### config.mk
export PLATFORM = sky130hd
export DESIGN_NAME = ascii_coordinate_frame_parser_unit
export DESIGN_NICKNAME = d
export VERILOG_FILES = /design/src/design/acfp_pkg.sv /design/src/design/acfp_front.sv /design/src/design/acfp_back.sv /design/src/design/ascii_coordinate_frame_parser_unit.sv
export SDC_FILE = /design/constraint.sdc
export NUM_CORES = 1
export LEC_CHECK = 0
export BUFFER_PORTS_ARGS = -buffer_cell sky130_fd_sc_hd__buf_2
export CORE_ASPECT_RATIO = 0.6
export CORE_MARGIN = 5
export CORE_UTILIZATION = 49
export DETAILED_ROUTE_END_ITERATION = 12
export GPL_TIMING_DRIVEN = 0
export PLACE_DENSITY = 0.77
export SYNTH_ARGS = -nofsm -noshare
export SYNTH_HDL_FRONTEND = slang
export SYNTH_SLANG_ARGS = --single-unit
### constraint.sdc
create_clock -name clk_i -period 8.8 [get_ports clk_i]
set_input_delay 1.76 -clock clk_i [delete_from_list [all_inputs] [get_ports clk_i]]
set_output_delay 1.76 -clock clk_i [all_outputs]
set_load 0.01 [all_outputs]
### src/design/acfp_pkg.sv
// types, constants and codes shared by the ascii coordinate frame parser
// no dependencies
package acfp_pkg;

  // frame layout
  localparam int unsigned COORD_LEN   = 12;
  localparam int unsigned CMD_LEN     = 4;
  localparam int unsigned QUEUE_DEPTH = 2;

  localparam logic [3:0] POS_FIELD1_END = 4'd3;
  localparam logic [3:0] POS_MARK_B     = 4'd4;
  localparam logic [3:0] POS_FIELD2_END = 4'd7;
  localparam logic [3:0] POS_MARK_C     = 4'd8;
  localparam logic [3:0] POS_COORD_LAST = 4'(COORD_LEN - 1);
  localparam logic [3:0] POS_CMD_LAST   = 4'(CMD_LEN - 1);
  localparam logic [3:0] POS_FIRST      = 4'd1;

  // low two position bits within a frame: marker, field start, field end
  localparam logic [1:0] SLOT_MARKER = 2'd0;
  localparam logic [1:0] SLOT_START  = 2'd1;

  // characters
  localparam logic [7:0] CHR_A     = 8'h61;
  localparam logic [7:0] CHR_B     = 8'h62;
  localparam logic [7:0] CHR_C     = 8'h63;
  localparam logic [7:0] CHR_S     = 8'h73;
  localparam logic [7:0] CHR_SPACE = 8'h20;
  localparam logic [7:0] CHR_TAB   = 8'h09;
  localparam logic [7:0] CHR_CR    = 8'h0D;
  localparam logic [7:0] CHR_PLUS  = 8'h2B;
  localparam logic [7:0] CHR_MINUS = 8'h2D;
  localparam logic [7:0] CHR_ZERO  = 8'h30;
  localparam logic [7:0] CHR_NINE  = 8'h39;

  // command numbers
  localparam logic signed [10:0] CMD_WORK_ON  = 11'sd111;
  localparam logic signed [10:0] CMD_WORK_OFF = 11'sd100;
  localparam logic signed [10:0] CMD_HOME     = 11'sd200;

  // transaction opcodes
  localparam logic OP_BYTE  = 1'b0;
  localparam logic OP_CLEAR = 1'b1;

  localparam logic KIND_COORD = 1'b0;
  localparam logic KIND_CMD   = 1'b1;

  typedef enum logic [2:0] {
    CLS_WHITE,
    CLS_PLUS,
    CLS_MINUS,
    CLS_DIGIT,
    CLS_OTHER
  } chr_class_e;

  typedef enum logic [1:0] {
    MODE_IDLE  = 2'd0,
    MODE_COORD = 2'd1,
    MODE_CMD   = 2'd2
  } frame_mode_e;

  typedef enum logic [1:0] {
    PH_WHITE,
    PH_DIGITS,
    PH_STOP
  } field_phase_e;

  // classified transaction handed from front to back
  typedef struct packed {
    logic       op;
    chr_class_e cls;
    logic [3:0] digit;
    logic       is_a;
    logic       is_b;
    logic       is_c;
    logic       is_s;
  } item_t;

endpackage

### src/design/acfp_front.sv
// front part: accepts transactions, classifies the byte, queues the result
// depends on acfp_pkg
module acfp_front #(
  parameter int unsigned QueueDepth = acfp_pkg::QUEUE_DEPTH
) (
  input  logic                clk_i,
  input  logic                rst_ni,
  input  logic                in_valid_i,
  output logic                in_ready_o,
  input  logic                op_i,
  input  logic [7:0]          rx_byte_i,
  output logic                q_valid_o,
  input  logic                q_ready_i,
  output acfp_pkg::item_t     q_item_o
);
  import acfp_pkg::*;

  localparam int unsigned PtrW = (QueueDepth > 1) ? $clog2(QueueDepth) : 1;
  localparam int unsigned CntW = $clog2(QueueDepth + 1);
  localparam logic [PtrW-1:0] LastPtr = PtrW'(QueueDepth - 1);
  localparam logic [CntW-1:0] FullCnt = CntW'(QueueDepth);

  item_t            item;
  item_t            mem_q [QueueDepth];
  logic [PtrW-1:0]  wr_ptr_q, wr_ptr_d;
  logic [PtrW-1:0]  rd_ptr_q, rd_ptr_d;
  logic [CntW-1:0]  cnt_q, cnt_d;
  logic             push, pop;

  // byte classification
  always_comb begin
    item       = '0;
    item.op    = op_i;
    item.digit = 4'(rx_byte_i - CHR_ZERO);
    item.is_a  = (rx_byte_i == CHR_A);
    item.is_b  = (rx_byte_i == CHR_B);
    item.is_c  = (rx_byte_i == CHR_C);
    item.is_s  = (rx_byte_i == CHR_S);
    if (rx_byte_i == CHR_SPACE || (rx_byte_i >= CHR_TAB && rx_byte_i <= CHR_CR)) begin
      item.cls = CLS_WHITE;
    end else if (rx_byte_i == CHR_PLUS) begin
      item.cls = CLS_PLUS;
    end else if (rx_byte_i == CHR_MINUS) begin
      item.cls = CLS_MINUS;
    end else if (rx_byte_i >= CHR_ZERO && rx_byte_i <= CHR_NINE) begin
      item.cls = CLS_DIGIT;
    end else begin
      item.cls = CLS_OTHER;
    end
  end

  // queue control
  assign in_ready_o = (cnt_q != FullCnt);
  assign q_valid_o  = (cnt_q != '0);
  assign push       = in_valid_i && in_ready_o;
  assign pop        = q_valid_o && q_ready_i;
  assign q_item_o   = mem_q[rd_ptr_q];

  always_comb begin
    wr_ptr_d = wr_ptr_q;
    rd_ptr_d = rd_ptr_q;
    cnt_d    = cnt_q;
    if (push) begin
      wr_ptr_d = (wr_ptr_q == LastPtr) ? '0 : wr_ptr_q + 1'b1;
    end
    if (pop) begin
      rd_ptr_d = (rd_ptr_q == LastPtr) ? '0 : rd_ptr_q + 1'b1;
    end
    if (push && !pop) begin
      cnt_d = cnt_q + 1'b1;
    end else if (pop && !push) begin
      cnt_d = cnt_q - 1'b1;
    end
  end

  always_ff @(posedge clk_i or negedge rst_ni) begin
    if (!rst_ni) begin
      wr_ptr_q <= '0;
      rd_ptr_q <= '0;
      cnt_q    <= '0;
    end else begin
      wr_ptr_q <= wr_ptr_d;
      rd_ptr_q <= rd_ptr_d;
      cnt_q    <= cnt_d;
    end
  end

  // queue storage
  always_ff @(posedge clk_i) begin
    if (push) begin
      mem_q[wr_ptr_q] <= item;
    end
  end

endmodule

### src/design/acfp_back.sv
// back part: frame sequencer, running field parse, flags and result register
// depends on acfp_pkg
module acfp_back (
  input  logic                clk_i,
  input  logic                rst_ni,
  input  logic                q_valid_i,
  output logic                q_ready_o,
  input  acfp_pkg::item_t     q_item_i,
  output logic                out_valid_o,
  input  logic                out_ready_i,
  output logic                frame_kind_o,
  output logic                format_ok_o,
  output logic                data_valid_o,
  output logic signed [10:0]  angle_value_o,
  output logic signed [10:0]  line_value_o,
  output logic signed [10:0]  command_value_o,
  output logic                work_enabled_o,
  output logic                reset_request_o
);
  import acfp_pkg::*;

  frame_mode_e         mode_q, mode_d;
  logic [3:0]          pos_q, pos_d;
  field_phase_e        ph_q, ph_d;
  logic                neg_q, neg_d;
  logic [9:0]          val_q, val_d;
  logic signed [10:0]  f1_q, f1_d, f2_q, f2_d;
  logic signed [11:0]  f12_q, f12_d;
  logic                mark_b_q, mark_b_d;
  logic                fmt_q, fmt_d;
  logic signed [10:0]  angle_q, angle_d, line_q, line_d;
  logic                work_q, work_d, rst_flag_q, rst_flag_d;

  logic                out_valid_q, out_valid_d;
  logic                kind_q, kind_d, fok_q, fok_d, dv_q, dv_d;
  logic signed [10:0]  ang_o_q, ang_o_d, lin_o_q, lin_o_d, cmd_o_q, cmd_o_d;
  logic                wrk_o_q, wrk_o_d, req_o_q, req_o_d;

  logic                pop;
  logic                emit;
  field_phase_e        st_ph;
  logic                st_neg;
  logic [9:0]          st_val;
  logic [13:0]         mul10;
  logic signed [10:0]  field_val;

  assign q_ready_o = !out_valid_q || out_ready_i;
  assign pop       = q_valid_i && q_ready_o;

  // running atoi step on the current character
  always_comb begin
    if (pos_q[1:0] == SLOT_START) begin
      st_ph  = PH_WHITE;
      st_neg = 1'b0;
      st_val = '0;
    end else begin
      st_ph  = ph_q;
      st_neg = neg_q;
      st_val = val_q;
    end
    mul10 = 14'({st_val, 3'b000}) + 14'({st_val, 1'b0}) + 14'(q_item_i.digit);
    ph_d  = st_ph;
    neg_d = st_neg;
    val_d = st_val;
    case (st_ph)
      PH_WHITE: begin
        case (q_item_i.cls)
          CLS_WHITE: ph_d = PH_WHITE;
          CLS_PLUS:  ph_d = PH_DIGITS;
          CLS_MINUS: begin
            ph_d  = PH_DIGITS;
            neg_d = 1'b1;
          end
          CLS_DIGIT: begin
            ph_d  = PH_DIGITS;
            val_d = mul10[9:0];
          end
          default:   ph_d = PH_STOP;
        endcase
      end
      PH_DIGITS: begin
        if (q_item_i.cls == CLS_DIGIT) begin
          val_d = mul10[9:0];
        end else begin
          ph_d = PH_STOP;
        end
      end
      default: ph_d = PH_STOP;
    endcase
    field_val = neg_d ? -$signed({1'b0, val_d}) : $signed({1'b0, val_d});
  end

  // frame sequencer and result assembly
  always_comb begin
    mode_d      = mode_q;
    pos_d       = pos_q;
    f1_d        = f1_q;
    f2_d        = f2_q;
    f12_d       = f12_q;
    mark_b_d    = mark_b_q;
    fmt_d       = fmt_q;
    angle_d     = angle_q;
    line_d      = line_q;
    work_d      = work_q;
    rst_flag_d  = rst_flag_q;
    emit        = 1'b0;
    kind_d      = kind_q;
    fok_d       = fok_q;
    dv_d        = dv_q;
    ang_o_d     = ang_o_q;
    lin_o_d     = lin_o_q;
    cmd_o_d     = cmd_o_q;
    wrk_o_d     = wrk_o_q;
    req_o_d     = req_o_q;

    if (pop) begin
      if (q_item_i.op == OP_CLEAR) begin
        rst_flag_d = 1'b0;
      end else begin
        unique case (mode_q)
          MODE_COORD: begin
            pos_d = pos_q + 1'b1;
            if (pos_q == POS_MARK_B) begin
              mark_b_d = q_item_i.is_b;
            end else if (pos_q == POS_MARK_C) begin
              fmt_d = mark_b_q && q_item_i.is_c;
              f12_d = {f1_q[10], f1_q} + {f2_q[10], f2_q};
            end else if (pos_q == POS_FIELD1_END) begin
              f1_d = field_val;
            end else if (pos_q == POS_FIELD2_END) begin
              f2_d = field_val;
            end else if (pos_q == POS_COORD_LAST) begin
              emit    = 1'b1;
              mode_d  = MODE_IDLE;
              pos_d   = '0;
              if (fmt_q) begin
                angle_d = f1_q;
                line_d  = f2_q;
              end
              kind_d  = KIND_COORD;
              fok_d   = fmt_q;
              dv_d    = fmt_q && ({field_val[10], field_val} == f12_q);
              ang_o_d = fmt_q ? f1_q : angle_q;
              lin_o_d = fmt_q ? f2_q : line_q;
              cmd_o_d = '0;
              wrk_o_d = work_q;
              req_o_d = rst_flag_q;
            end
          end
          MODE_CMD: begin
            pos_d = pos_q + 1'b1;
            if (pos_q == POS_CMD_LAST) begin
              emit   = 1'b1;
              mode_d = MODE_IDLE;
              pos_d  = '0;
              if (field_val == CMD_WORK_ON) begin
                work_d = 1'b1;
              end else if (field_val == CMD_WORK_OFF) begin
                work_d = 1'b0;
              end else if (field_val == CMD_HOME) begin
                rst_flag_d = 1'b1;
              end
              kind_d  = KIND_CMD;
              fok_d   = 1'b0;
              dv_d    = 1'b0;
              ang_o_d = angle_q;
              lin_o_d = line_q;
              cmd_o_d = field_val;
              wrk_o_d = work_d;
              req_o_d = rst_flag_d;
            end
          end
          default: begin
            mode_d = MODE_IDLE;
            if (q_item_i.is_a) begin
              mode_d = MODE_COORD;
              pos_d  = POS_FIRST;
            end else if (q_item_i.is_s) begin
              mode_d = MODE_CMD;
              pos_d  = POS_FIRST;
            end
          end
        endcase
      end
    end

    if (emit) begin
      out_valid_d = 1'b1;
    end else if (out_ready_i) begin
      out_valid_d = 1'b0;
    end else begin
      out_valid_d = out_valid_q;
    end
  end

  // control state
  always_ff @(posedge clk_i or negedge rst_ni) begin
    if (!rst_ni) begin
      mode_q      <= MODE_IDLE;
      pos_q       <= '0;
      ph_q        <= PH_WHITE;
      neg_q       <= 1'b0;
      val_q       <= '0;
      angle_q     <= '0;
      line_q      <= '0;
      work_q      <= 1'b0;
      rst_flag_q  <= 1'b0;
      out_valid_q <= 1'b0;
    end else begin
      mode_q      <= mode_d;
      pos_q       <= pos_d;
      if (pop && q_item_i.op == OP_BYTE && mode_q != MODE_IDLE) begin
        ph_q  <= ph_d;
        neg_q <= neg_d;
        val_q <= val_d;
      end
      angle_q     <= angle_d;
      line_q      <= line_d;
      work_q      <= work_d;
      rst_flag_q  <= rst_flag_d;
      out_valid_q <= out_valid_d;
    end
  end

  // field holding registers and result payload
  always_ff @(posedge clk_i) begin
    f1_q     <= f1_d;
    f2_q     <= f2_d;
    f12_q    <= f12_d;
    mark_b_q <= mark_b_d;
    fmt_q    <= fmt_d;
    kind_q   <= kind_d;
    fok_q    <= fok_d;
    dv_q     <= dv_d;
    ang_o_q  <= ang_o_d;
    lin_o_q  <= lin_o_d;
    cmd_o_q  <= cmd_o_d;
    wrk_o_q  <= wrk_o_d;
    req_o_q  <= req_o_d;
  end

  assign out_valid_o     = out_valid_q;
  assign frame_kind_o    = kind_q;
  assign format_ok_o     = fok_q;
  assign data_valid_o    = dv_q;
  assign angle_value_o   = ang_o_q;
  assign line_value_o    = lin_o_q;
  assign command_value_o = cmd_o_q;
  assign work_enabled_o  = wrk_o_q;
  assign reset_request_o = req_o_q;

`ifndef SYNTHESIS
  // position stays within the frame of the current mode
  a_pos_idle: assert property (@(posedge clk_i) disable iff (!rst_ni)
    mode_q == MODE_IDLE |-> pos_q == '0)
    else $error("position nonzero while idle");
  a_pos_coord: assert property (@(posedge clk_i) disable iff (!rst_ni)
    mode_q == MODE_COORD |-> (pos_q >= POS_FIRST && pos_q <= POS_COORD_LAST))
    else $error("coordinate position out of frame");
  a_pos_cmd: assert property (@(posedge clk_i) disable iff (!rst_ni)
    mode_q == MODE_CMD |-> (pos_q >= POS_FIRST && pos_q <= POS_CMD_LAST))
    else $error("command position out of frame");
  // a valid result implies good format, and command results carry neither
  a_result_flags: assert property (@(posedge clk_i) disable iff (!rst_ni)
    out_valid_q |-> ((!dv_q || fok_q) && (kind_q == KIND_COORD || !fok_q)))
    else $error("inconsistent result flags");
  // a pending result is not overwritten while stalled
  a_result_hold: assert property (@(posedge clk_i) disable iff (!rst_ni)
    out_valid_q && !out_ready_i |=> out_valid_q && $stable(cmd_o_q) && $stable(kind_q))
    else $error("stalled result changed");
`endif

endmodule

### src/design/ascii_coordinate_frame_parser_unit.sv
// top level of the ascii coordinate and command frame parser
// depends on acfp_pkg, acfp_front and acfp_back
//
// Takes one received byte (or a clear-request transaction) per clock cycle and
// returns one result transaction for each completed 12-byte coordinate frame or
// 4-byte command frame; fields are parsed on the fly as bytes arrive, so no
// frame buffer is kept. Sustained rate is one transaction per cycle while the
// result side keeps taking results; after the last byte of its frame, a result
// passes through the front queue and then the result register. The front queue
// depth (QueueDepth, default two) sets how many transactions are absorbed while
// the result side stalls.
module ascii_coordinate_frame_parser_unit #(
  parameter int unsigned QueueDepth = acfp_pkg::QUEUE_DEPTH
) (
  input  logic                clk_i,
  input  logic                rst_ni,
  input  logic                in_valid_i,
  output logic                in_ready_o,
  input  logic                op_i,
  input  logic [7:0]          rx_byte_i,
  output logic                out_valid_o,
  input  logic                out_ready_i,
  output logic                frame_kind_o,
  output logic                format_ok_o,
  output logic                data_valid_o,
  output logic signed [10:0]  angle_value_o,
  output logic signed [10:0]  line_value_o,
  output logic signed [10:0]  command_value_o,
  output logic                work_enabled_o,
  output logic                reset_request_o
);
  import acfp_pkg::*;

  item_t q_item;
  logic  q_valid;
  logic  q_ready;

  // classify and queue
  acfp_front #(
    .QueueDepth(QueueDepth)
  ) u_front (
    .clk_i      (clk_i),
    .rst_ni     (rst_ni),
    .in_valid_i (in_valid_i),
    .in_ready_o (in_ready_o),
    .op_i       (op_i),
    .rx_byte_i  (rx_byte_i),
    .q_valid_o  (q_valid),
    .q_ready_i  (q_ready),
    .q_item_o   (q_item)
  );

  // parse frames and produce results
  acfp_back u_back (
    .clk_i           (clk_i),
    .rst_ni          (rst_ni),
    .q_valid_i       (q_valid),
    .q_ready_o       (q_ready),
    .q_item_i        (q_item),
    .out_valid_o     (out_valid_o),
    .out_ready_i     (out_ready_i),
    .frame_kind_o    (frame_kind_o),
    .format_ok_o     (format_ok_o),
    .data_valid_o    (data_valid_o),
    .angle_value_o   (angle_value_o),
    .line_value_o    (line_value_o),
    .command_value_o (command_value_o),
    .work_enabled_o  (work_enabled_o),
    .reset_request_o (reset_request_o)
  );

endmodule
==> out/results.txt, run 1 <==
Number of synthesized flops with an enable pin -> 98
DIE WIDTH -> 169.9 um
Clk slew on worst S/H paths -> 0.07 ns
Proportion of synthesized area in mux cells -> 9.374%
Crit Path Max Fanout -> 10
Adder-cell area share of the yosys netlist -> 6.027%
Max VDD drop -> 0.1478 mV
Post-route worst setup slack -> 4.098 ns
Post-CTS Setup Bufs -> 0
Ranking of synthesized cells by area -> edfxtp_1 (39%), dfrtp_1 (16%), mux2_2 (7.3%)
Ys flop type -> edfxtp_1
Reg power frac -> 33.5%
Vias in the first global route -> 5174
Distinct cells, synth -> 76
First-pass GRT wire length -> 26210 um
Clock Latency Late Sink -> 0.43 ns
Most Used Layer, Global Route -> met2
Tmin final -> 4.702 ns
Worst EP required -> 9.10 ns
Worst Setup Start Kind -> flop
Slew Limit Fails -> 0
P_leak -> 3.558 nW
Cts bufs inserted -> 17
Initial Util -> 49.45%
Yosys top cell area share -> 39.16%
Least-Margin Pin Slew -> 1.071 ns
Synth Area in XOR/XNOR -> 4.729%
Pre-CTS setup slack -> 4.154 ns
Syn Inst Count -> 604
Flops & latches, synth -> 146
Synthesized area -> 7515 um2
Syn-to-layout area delta -> 16.52%
HP Class -> reg2reg
Site Rows -> 35
Full die area -> 17990 um2
GR Util met3 -> 4.385%
Wirelength per Cell -> 18.09 um
CTS tree -> yes
Core Box Area -> 15200 um2
Fillers -> 1225
Post-route DRC -> 0
Initial drt markers -> 375
Port buffer count -> 52
Seq/Total Area, Yosys -> 55.14%
Period utilisation layout -> 53.43%
Bufs on Longest Clock Path -> 2
Overflow after GRT -> 0
Most common cell after layout, fill and taps aside -> edfxtp_1
Critical path type -> reg2reg
Clk root buf -> clkbuf_16
Status -> completed
Avg Inst Size Synth -> 12.44 um2
Global routing usage on met1 -> 26.49%
Highest-count cells in the layout ignoring fill and taps -> edfxtp_1 (98), buf_2 (54), mux2_2 (49), dfrtp_1 (48), nor2_1 (44)
Clock share of power -> 28.1%
Post-Route WL -> 16170 um
GRT Total Usage -> 18.48%
Num ports -> 53
PD cells -> 328.6 nW/um2
Die Y -> 105.9 um
Placer Congestion -> 0.9301
Diode count -> 0
# hold bufs at CTS -> 0
Vias per Instance -> 5.715
Yosys warnings -> 0
Slew headroom -> 28.33%
DPL Wire Length -> 11760 um
Final setup fails -> 0
Syn Nets -> 652
Largest family of logic cells by synthesized area -> simple AND/OR/NAND/NOR gates
First drt pass iteration count -> 5
Nets -> 726
Endpoints failing hold -> 0
# Max-Cap Violations -> 0
Cell taking the most area after synthesis -> edfxtp_1
Sw frac -> 37.03%
Antenna-violating nets left -> 0
Initial antenna violation count -> 0
Simple-gate share of the synthesized area -> 12.80%
CP arrival -> 5.00 ns
Compound-Gate Fraction of Synth Area -> 9.224%
Net Switching -> 1.065 mW
Worst Setup End Kind -> flop
Clock sink total -> 146
Layout cells sized above 1 -> 23.88%
Int Pwr -> 1.812 mW
Largest net degree at the start of global routing -> 49
M2 GR Usage -> 27.84%
Total number of vias -> 5109
H-Tree Depth -> 4
Combinational Power Share -> 38.4%
Post-Route Setup TNS -> 0 ns
Fmax -> 212.7 MHz
RSZ-0062 raised after global routing -> false
Setup Skew -> 0.01391 ns
Fraction of registers with async set/reset -> 32.88%
Worst hold margin -> 0.5058 ns
Post-CTS Resized -> 0
## state kept, by name (all words and copies together) (netlist names), 2 cells and up
| signal | count |
|---|---|
| u_back.angle_value_o | 11 |
| u_back.line_value_o | 11 |
| u_back.f12_q | 12 |
| u_back.val_q | 10 |
| u_back.ph_q | 2 |
| u_back.f2_q | 11 |
| u_front.cnt_q | 2 |
| u_back.f1_q | 11 |
| u_back.angle_q | 11 |
| u_back.command_value_o | 11 |
| u_back.mode_q | 2 |
| u_back.line_q | 11 |
| u_back.pos_q | 4 |
| u_front.mem_q | 24 |
## area by class of cell
type                    count  area, um2  area share, %
clock buffers              17      425.4          4.859
well taps                 203      254.0          2.901
inverters                  32      120.1          1.372
multi-input cells         409       3192          36.45
repair buffers             55      301.5          3.444
plain buffers              17      82.58         0.9431
clock inverters            15      236.5          2.701
flip-flops and latches    146       4144          47.33
## Yosys cell counts (9+ instances only)
cell type / n
ha_1: 33
inv_1: 32
xnor2_1: 24
nand3_1: 15
nor2b_1: 15
nor2_1: 45
nand2b_1: 9
nand2_1: 30
and2_1: 13
mux2i_1: 9
o21ai_0: 16
clkbuf_1: 10
edfxtp_1: 98
mux2_2: 49
dfrtp_1: 48
a21oi_1: 32
## critical path, cell delays in order, from the launching register on
cell	delay [ns]
dfrtp_1	0.34
buf_4	0.20
buf_1	0.49
mux2_2	0.41
ha_1	0.28
ha_1	0.19
inv_1	0.06
fa_1	0.41
nor2b_1	0.18
o22ai_1	0.11
xnor2_1	0.15
a22oi_2	0.34
a31oi_4	0.15
xnor2_1	0.71
nand3b_1	0.21
mux2_1	0.32
## stage by stage
step           instances  utilization (%)  power (mW)  area (um2)
3_5_place_dp         862            53.25       2.059        8092
5_1_grt              894            57.62       3.031        8756
3_3_place_gp         859            52.84       1.992        8029
2_1_floorplan        604                -       1.757        7515
4_1_cts              894            57.60       2.871        8753
6_report             894            57.62       2.877        8756
## power groups by stage
stage	sequential (mW)	clock (mW)	combinational (mW)
3_3_place_gp	0.975	0	1.02
5_1_grt	0.974	0.846	1.21
4_1_cts	0.963	0.813	1.09
6_report	0.964	0.809	1.10
3_5_place_dp	0.976	0	1.08
2_1_floorplan	0.983	0	0.774
## kinds of logic (layout without fill, tap and decap cells)
family          count (synthesis)  after routing
mux                            62             62
compound gates                102            102
simple gates                  175            175
fa+ha+maj                      35             35
flops                         146            146
buf+inv                        49            136
xor+xnor                       35             35
## path summary, 6_finish.rpt
path	startpoint	end	cells after the start	slack (ns)
hold / removal	u_back.rst_flag_q	u_back.rst_flag_q	2	0.51
max in group asynchronous	rst_ni	u_back.work_q	1	6.92
min in group asynchronous	rst_ni	u_back.val_q[7]	1	1.39
setup reg to reg	u_front.rd_ptr_q	u_back.work_q	15	4.10
setup / recovery	u_front.rd_ptr_q	u_back.work_q	15	4.10
hold reg to reg	u_back.rst_flag_q	u_back.rst_flag_q	2	0.51
## layer usage
metal  routed length (um)  share of wire (%)
met5                    0                  0
met4                  198                1.2
met3                 1061                6.6
met2                 7387                 46
met1                 7524                 47
Note: power is estimated with default switching activity, not from simulation.
==> run 2: changes to the inputs <==
--- a/config.mk
+++ b/config.mk
@@ -11,7 +11,7 @@
 export CORE_UTILIZATION = 49
 export DETAILED_ROUTE_END_ITERATION = 12
 export GPL_TIMING_DRIVEN = 0
-export PLACE_DENSITY = 0.77
+export PLACE_DENSITY = 0.79
 export SYNTH_ARGS = -nofsm -noshare
 export SYNTH_HDL_FRONTEND = slang
 export SYNTH_SLANG_ARGS = --single-unit
==> constraint.sdc (replaced) <==
create_clock -name clk_i -period 4.3 [get_ports clk_i]
set_input_delay 0.86 -clock clk_i [delete_from_list [all_inputs] [get_ports clk_i]]
set_output_delay 0.86 -clock clk_i [all_outputs]
set_load 0.01 [all_outputs]
==> out/results.txt, run 2 (synthesis gave the netlist of run 1 again) <==
Max reg flops -> 24 (unchanged)
Clk root buf -> clkbuf_16
Bufs on Longest Clock Path -> 2 (unchanged)
Vias in the first global route -> 5019 (-3.0%)
Fin cells -> 895 (+0.11%)
Initial Util -> 49.45% (unchanged)
Worst hold path endpoint -> u_back.line_q[4]
Clock sink total -> 146 (unchanged)
Placer Congestion -> 0.9334 (+0.35%)
Most common cell after layout, fill and taps aside -> edfxtp_1
Reg-to-reg startpoint -> u_back.pos_q[1]
R2R Setup Slk -> 0.16 ns (-3.94 ns)
Site Rows -> 35 (unchanged)
Clock Latency Late Sink -> 0.42 ns (about the same)
Worst Setup End Kind -> flop
Max VDD drop -> 0.3106 mV (+110%)
DPL Wire Length -> 11800 um (+0.39%)
Final core utilization -> 57.93% (+0.31 points)
First-pass GRT wire length -> 25980 um (-0.90%)
Total number of vias -> 5115 (+0.12%)
Hold path start -> u_back.line_q[4]
Bufs and invs on worst path -> 1 (-2)
Post-Route WL -> 16530 um (+2.2%)
Die Y -> 105.9 um (unchanged)
Nets -> 727 (+0.14%)
Cts bufs inserted -> 17 (unchanged)
Setup Skew -> 0.01121 ns (-0.002702 ns)
Slew Limit Fails -> 0 (unchanged)
Pre-CTS setup slack -> -0.3604 ns (-4.515 ns)
P_leak -> 3.576 nW (+0.50%)
Status -> completed
Full die area -> 17990 um2 (unchanged)
Seq. cell area -> 4144 um2 (unchanged)
Clk slew on worst S/H paths -> 0.07 ns (about the same)
Final setup fails -> 0 (unchanged)
Layout cells sized above 1 -> 26.30% (+2.4 points)
Initial drt markers -> 444 (+18%)
Fillers -> 1195 (-2.4%)
Slew headroom -> 19.04% (-9.3 points)
Period utilisation layout -> 96.30% (+43 points)
CP top delay family -> simple AND/OR/NAND/NOR gates
Largest net degree at the start of global routing -> 49 (unchanged)
HP Class -> reg2reg
Initial antenna violation count -> 0 (unchanged)
Multi-input logic area -> 3274 um2 (+2.6%)
Endpoints failing hold -> 0 (unchanged)
Antenna-violating nets left -> 0 (unchanged)
Total Power -> 5.905 mW (+110%)
CP max-delay cell -> dfrtp_1
Syn-to-layout area delta -> 17.15%
Post-route worst setup slack -> 0.1589 ns (-3.939 ns)
Hold Crit Depth -> 1 (-1)
Crit Path Max Fanout -> 7 (-3)
Critical path type -> reg2reg
CTS tree -> yes
Tmin final -> 4.141 ns (-0.5610 ns)
Worst Reg-to-Reg Cells -> 15 (unchanged)
Reg with most FFs -> u_front.mem_q
Crit path largest cell delay -> 0.41 ns (-0.30 ns)
Port buffer count -> 52 (unchanged)
CP arrival -> 4.36 ns (-0.64 ns)
Vias per Instance -> 5.715 (about the same)
DIE WIDTH -> 169.9 um (unchanged)
Overflow after GRT -> 0 (unchanged)
Fmax -> 241.5 MHz (+14%)
Wirelength per Cell -> 18.46 um (+2.1%)
R2r endpoint -> u_back.work_enabled_o
First drt pass iteration count -> 6 (+1)
Inst Count DP -> 862 (unchanged)
H-Tree Depth -> 4 (unchanged)
Num ports -> 53 (unchanged)
Post-Route Setup TNS -> 0 ns (unchanged)
# Max-Cap Violations -> 0 (unchanged)
Diode count -> 0 (unchanged)
Crit-path cells -> inv_1 > ha_4 > nand2b_2 > xor2_1 > ha_1 > o21bai_1 > ha_1 > nor2b_1 > o2111a_1 > nor4_1 > o31a_1 > nand4b_1 > nor4_2 > nand4b_1 > a211oi_1
Highest-count cells in the layout ignoring fill and taps -> edfxtp_1 (98), buf_2 (54), mux2_2 (49), dfrtp_1 (48), nor2_1 (44)
Worst EP required -> 4.52 ns (-4.58 ns)
Post-route DRC -> 0 (unchanged)
Core Box Area -> 15200 um2 (unchanged)
Worst Setup Start Kind -> flop
Largest regs -> u_front.mem_q x24, u_back.f12_q x12
GRT Total Usage -> 18.36% (-0.12 points)
Least-Margin Pin Slew -> 1.214 ns (+0.1434 ns)
PD cells -> 670.7 nW/um2 (+100%)
-- run 2: timing repair --
item,CTS,global route
setup buffers,1,1
hold buffers,0,0
gates resized for setup,3,15
pin swaps,1,0
setup endpoints to repair,4,5
-- run 2: cell type report --
class | count | area share (%)
sequential | 146 | 47.07
multi-input combinational | 409 | 37.19
clock buffer | 18 | 5.117
timing repair buffer | 57 | 3.567
tap | 203 | 2.885
clock inverter | 14 | 1.876
inverter | 32 | 1.364
buffer | 16 | 0.9238
-- run 2: per-stage QoR --
| stage | hold WS (ns) | area, um2 |
|---|---|---|
| global route | 0.5193 | 8803 |
| CTS | 0.5066 | 8722 |
| detailed placement | 0.4925 | 8092 |
| finish | 0.5050 | 8803 |
| global placement | 0.4758 | 8029 |
| floorplan | 0.4608 | 7515 |
-- run 2: power breakdown --
part | switching, mW | internal (mW) | total [mW]
clock | 0.616 | 0.910 | 1.53
sequential | 0.133 | 1.85 | 1.98
combinational | 1.47 | 0.930 | 2.40
-- run 2: worst max-delay path by stage --
stage | from | to | slack (ns) | depth (start not counted)
global route | u_back.pos_q[1] | u_back.work_enabled_o | -0.006 | 16
finish | u_back.pos_q[1] | u_back.work_enabled_o | 0.16 | 15
global placement | u_front.rd_ptr_q | u_back.work_enabled_o | -0.23 | 15
CTS | u_back.pos_q[1] | u_back.work_q | 0.02 | 15
detailed placement | u_front.rd_ptr_q | u_back.work_enabled_o | -0.36 | 15
floorplan | u_front.rd_ptr_q | u_back.work_enabled_o | 0.42 | 15
-- run 2: routing by layer --
metal	routed length [um]	global-route usage [%]
met5	0	0
met4	140	4.652
met3	1095	4.422
met2	7594	27.96
met1	7693	26.63
==> run 3: changes to the inputs <==
--- a/config.mk
+++ b/config.mk
@@ -5,13 +5,12 @@
 export SDC_FILE = /design/constraint.sdc
 export NUM_CORES = 1
 export LEC_CHECK = 0
-export BUFFER_PORTS_ARGS = -buffer_cell sky130_fd_sc_hd__buf_2
-export CORE_ASPECT_RATIO = 0.6
 export CORE_MARGIN = 5
 export CORE_UTILIZATION = 49
 export DETAILED_ROUTE_END_ITERATION = 12
+export DONT_BUFFER_PORTS = 1
 export GPL_TIMING_DRIVEN = 0
-export PLACE_DENSITY = 0.79
+export PLACE_DENSITY = 0.76
 export SYNTH_ARGS = -nofsm -noshare
 export SYNTH_HDL_FRONTEND = slang
 export SYNTH_SLANG_ARGS = --single-unit
==> out/results.txt, run 3 (synthesis gave the netlist of run 1 again) <==
DIE WIDTH -> 133.8 um (-21%)
Max reg flops -> 24 (unchanged)
GRT Total Usage -> 17.12% (-1.2 points)
PD cells -> 667.7 nW/um2 (-0.45%)
Total number of vias -> 4793 (-6.3%)
Fillers -> 1161 (-2.8%)
Crit Path Max Fanout -> 7 (unchanged)
Post-Route WL -> 14840 um (-10%)
Port buffer count -> 0 (-100%)
Highest-count cells in the layout ignoring fill and taps -> edfxtp_1 (98), mux2_2 (49), dfrtp_1 (48), nor2_1 (44)
Diode count -> 0 (unchanged)
Initial antenna violation count -> 0 (unchanged)
Worst Reg-to-Reg Cells -> 15 (unchanged)
Most common cell after layout, fill and taps aside -> edfxtp_1
Clk slew on worst S/H paths -> 0.06 ns (about the same)
Placer Congestion -> 0.8892 (-4.7%)
Least-Margin Pin Slew -> 0.9900 ns (-0.2244 ns)
Slew headroom -> 33.75% (+15 points)
Reg power frac -> 35.6% (+2.1 points)
Final setup fails -> 0 (unchanged)
Clk root buf -> clkbuf_16
P_leak -> 3.346 nW (-6.4%)
Fmax -> 242.4 MHz (+0.38%)
CP Launch Point -> u_back.pos_q[1]
Setup Skew -> 0.01198 ns (+0.0007661 ns)
Endpoints failing hold -> 0 (unchanged)
Site Rows -> 45 (+29%)
Slew Limit Fails -> 0 (unchanged)
DPL Wire Length -> 10680 um (-9.5%)
Int Pwr -> 3.607 mW (-2.2%)
Cts bufs inserted -> 17 (unchanged)
Combinational Power Share -> 38.8% (-1.8 points)
Post-route DRC -> 0 (unchanged)
Overflow after GRT -> 0 (unchanged)
Worst Setup End Kind -> flop
Reg-to-reg startpoint -> u_back.pos_q[1]
Net Switching -> 2.075 mW (-6.5%)
Reg with most FFs -> u_front.mem_q
Vias in the first global route -> 4886 (-2.6%)
Largest regs -> u_front.mem_q x24, u_back.f12_q x12
Total Power -> 5.682 mW (-3.8%)
Inst Count DP -> 794 (-7.9%)
Core Box Area -> 15150 um2 (-0.33%)
Nets -> 676 (-7.0%)
# Max-Cap Violations -> 0 (unchanged)
CTS tree -> yes
Period utilisation layout -> 95.94% (-0.36 points)
Clock share of power -> 25.6% (-0.3 points)
Vias per Instance -> 5.782 (+1.2%)
Wirelength per Cell -> 17.90 um (-3.0%)
Bufs on Longest Clock Path -> 2 (unchanged)
Final core utilization -> 56.18% (-1.7 points)
Initial drt markers -> 259 (-42%)
Clock sink total -> 146 (unchanged)
R2r endpoint -> u_back.work_enabled_o
Max VDD drop -> 0.3871 mV (+25%)
CP arrival -> 4.34 ns (-0.02 ns)
Fin cells -> 829 (-7.4%)
First-pass GRT wire length -> 24500 um (-5.7%)
CP Capture Point -> u_back.work_enabled_o
Die Y -> 133.8 um (+26%)
Tmin final -> 4.126 ns (-0.01558 ns)
Full die area -> 17910 um2 (-0.45%)
Largest net degree at the start of global routing -> 49 (unchanged)
Syn-to-layout area delta -> 13.24%
Critical path type -> reg2reg
HP Class -> in2async
Initial Util -> 49.62% (+0.16 points)
Antenna-violating nets left -> 0 (unchanged)
Clock Latency Late Sink -> 0.42 ns (about the same)
Status -> completed
H-Tree Depth -> 4 (unchanged)
First drt pass iteration count -> 5 (-1)
Post-Route Setup TNS -> 0 ns (unchanged)
Worst EP required -> 4.52 ns (about the same)
R2R Setup Slk -> 0.17 ns (+0.02 ns)
Sw frac -> 36.51% (-1.0 points)
Num ports -> 53 (unchanged)
Layout cells sized above 1 -> 19.81% (-6.5 points)
Worst Setup Start Kind -> flop
run 3: worst min path at each step:
stage	from	end	cells after the start
global placement	u_front.wr_ptr_q	u_front.wr_ptr_q	1
floorplan	u_front.wr_ptr_q	u_front.wr_ptr_q	1
global route	rst_ni	u_back.line_q[9]	0
CTS	rst_ni	u_back.angle_q[5]	0
finish	rst_ni	u_back.angle_q[5]	0
detailed placement	u_back.angle_q[7]	u_back.angle_q[7]	1
run 3: what timing repair did:
item                       4_1_cts  5_1_grt
setup endpoints to repair        4        9
setup buffers                    1        3
resized for setup                3       12
pin swaps                        1        1
hold buffers                     0        0
run 3: through the flow:
stage	hold WS [ns]	worst slack [ns]	cell area (um2)
detailed placement	0.4932	-0.3832	7801
finish	0.1365	0.1745	8509
global placement	0.4777	-0.2367	7750
global route	0.1165	-0.01280	8509
floorplan	0.4608	0.4233	7515
CTS	0.1086	0.005574	8414
run 3: layer usage:
metal	wire length (um)	track usage, %	part of all wire, %	vias up
met5	0	0	0	-
met4	206	6.000	1.4	0
met3	564	3.488	3.8	20
met2	7569	29.73	51	121
met1	6500	21.32	44	2381
li1	-	-	-	2271
run 3: area by class of cell:
type,instances,area (um2),area share [%]
timing repair buffer,6,57.56,0.6764
clock buffer,18,439.2,5.161
sequential,146,4144,48.70
multi-input combinational,409,3281,38.55
buffer,16,78.83,0.9263
tap,188,235.2,2.764
clock inverter,14,153.9,1.809
inverter,32,120.1,1.412
run 3: worst max-delay path: stages, from the launching register on:
cell and delay (ns):
dfrtp_1 0.41, inv_1 0.10, ha_2 0.25, nand2b_1 0.26, xor2_1 0.21, ha_1 0.19
o21bai_1 0.15, ha_1 0.34, nor2b_1 0.17, o2111a_1 0.26, nor4_1 0.33, o31a_1 0.22
nand4b_1 0.23, nor4_4 0.33, nand4b_1 0.13, a211oi_1 0.35
run 3: power by group through the flow:
stage / clock, mW / sequential (mW) / combinational (mW)
floorplan: 0 / 2.01 / 1.58
global placement: 0 / 2.04 / 1.93
detailed placement: 0 / 2.05 / 2.04
CTS: 1.48 / 2.02 / 2.08
global route: 1.55 / 2.04 / 2.43
finish: 1.46 / 2.02 / 2.21
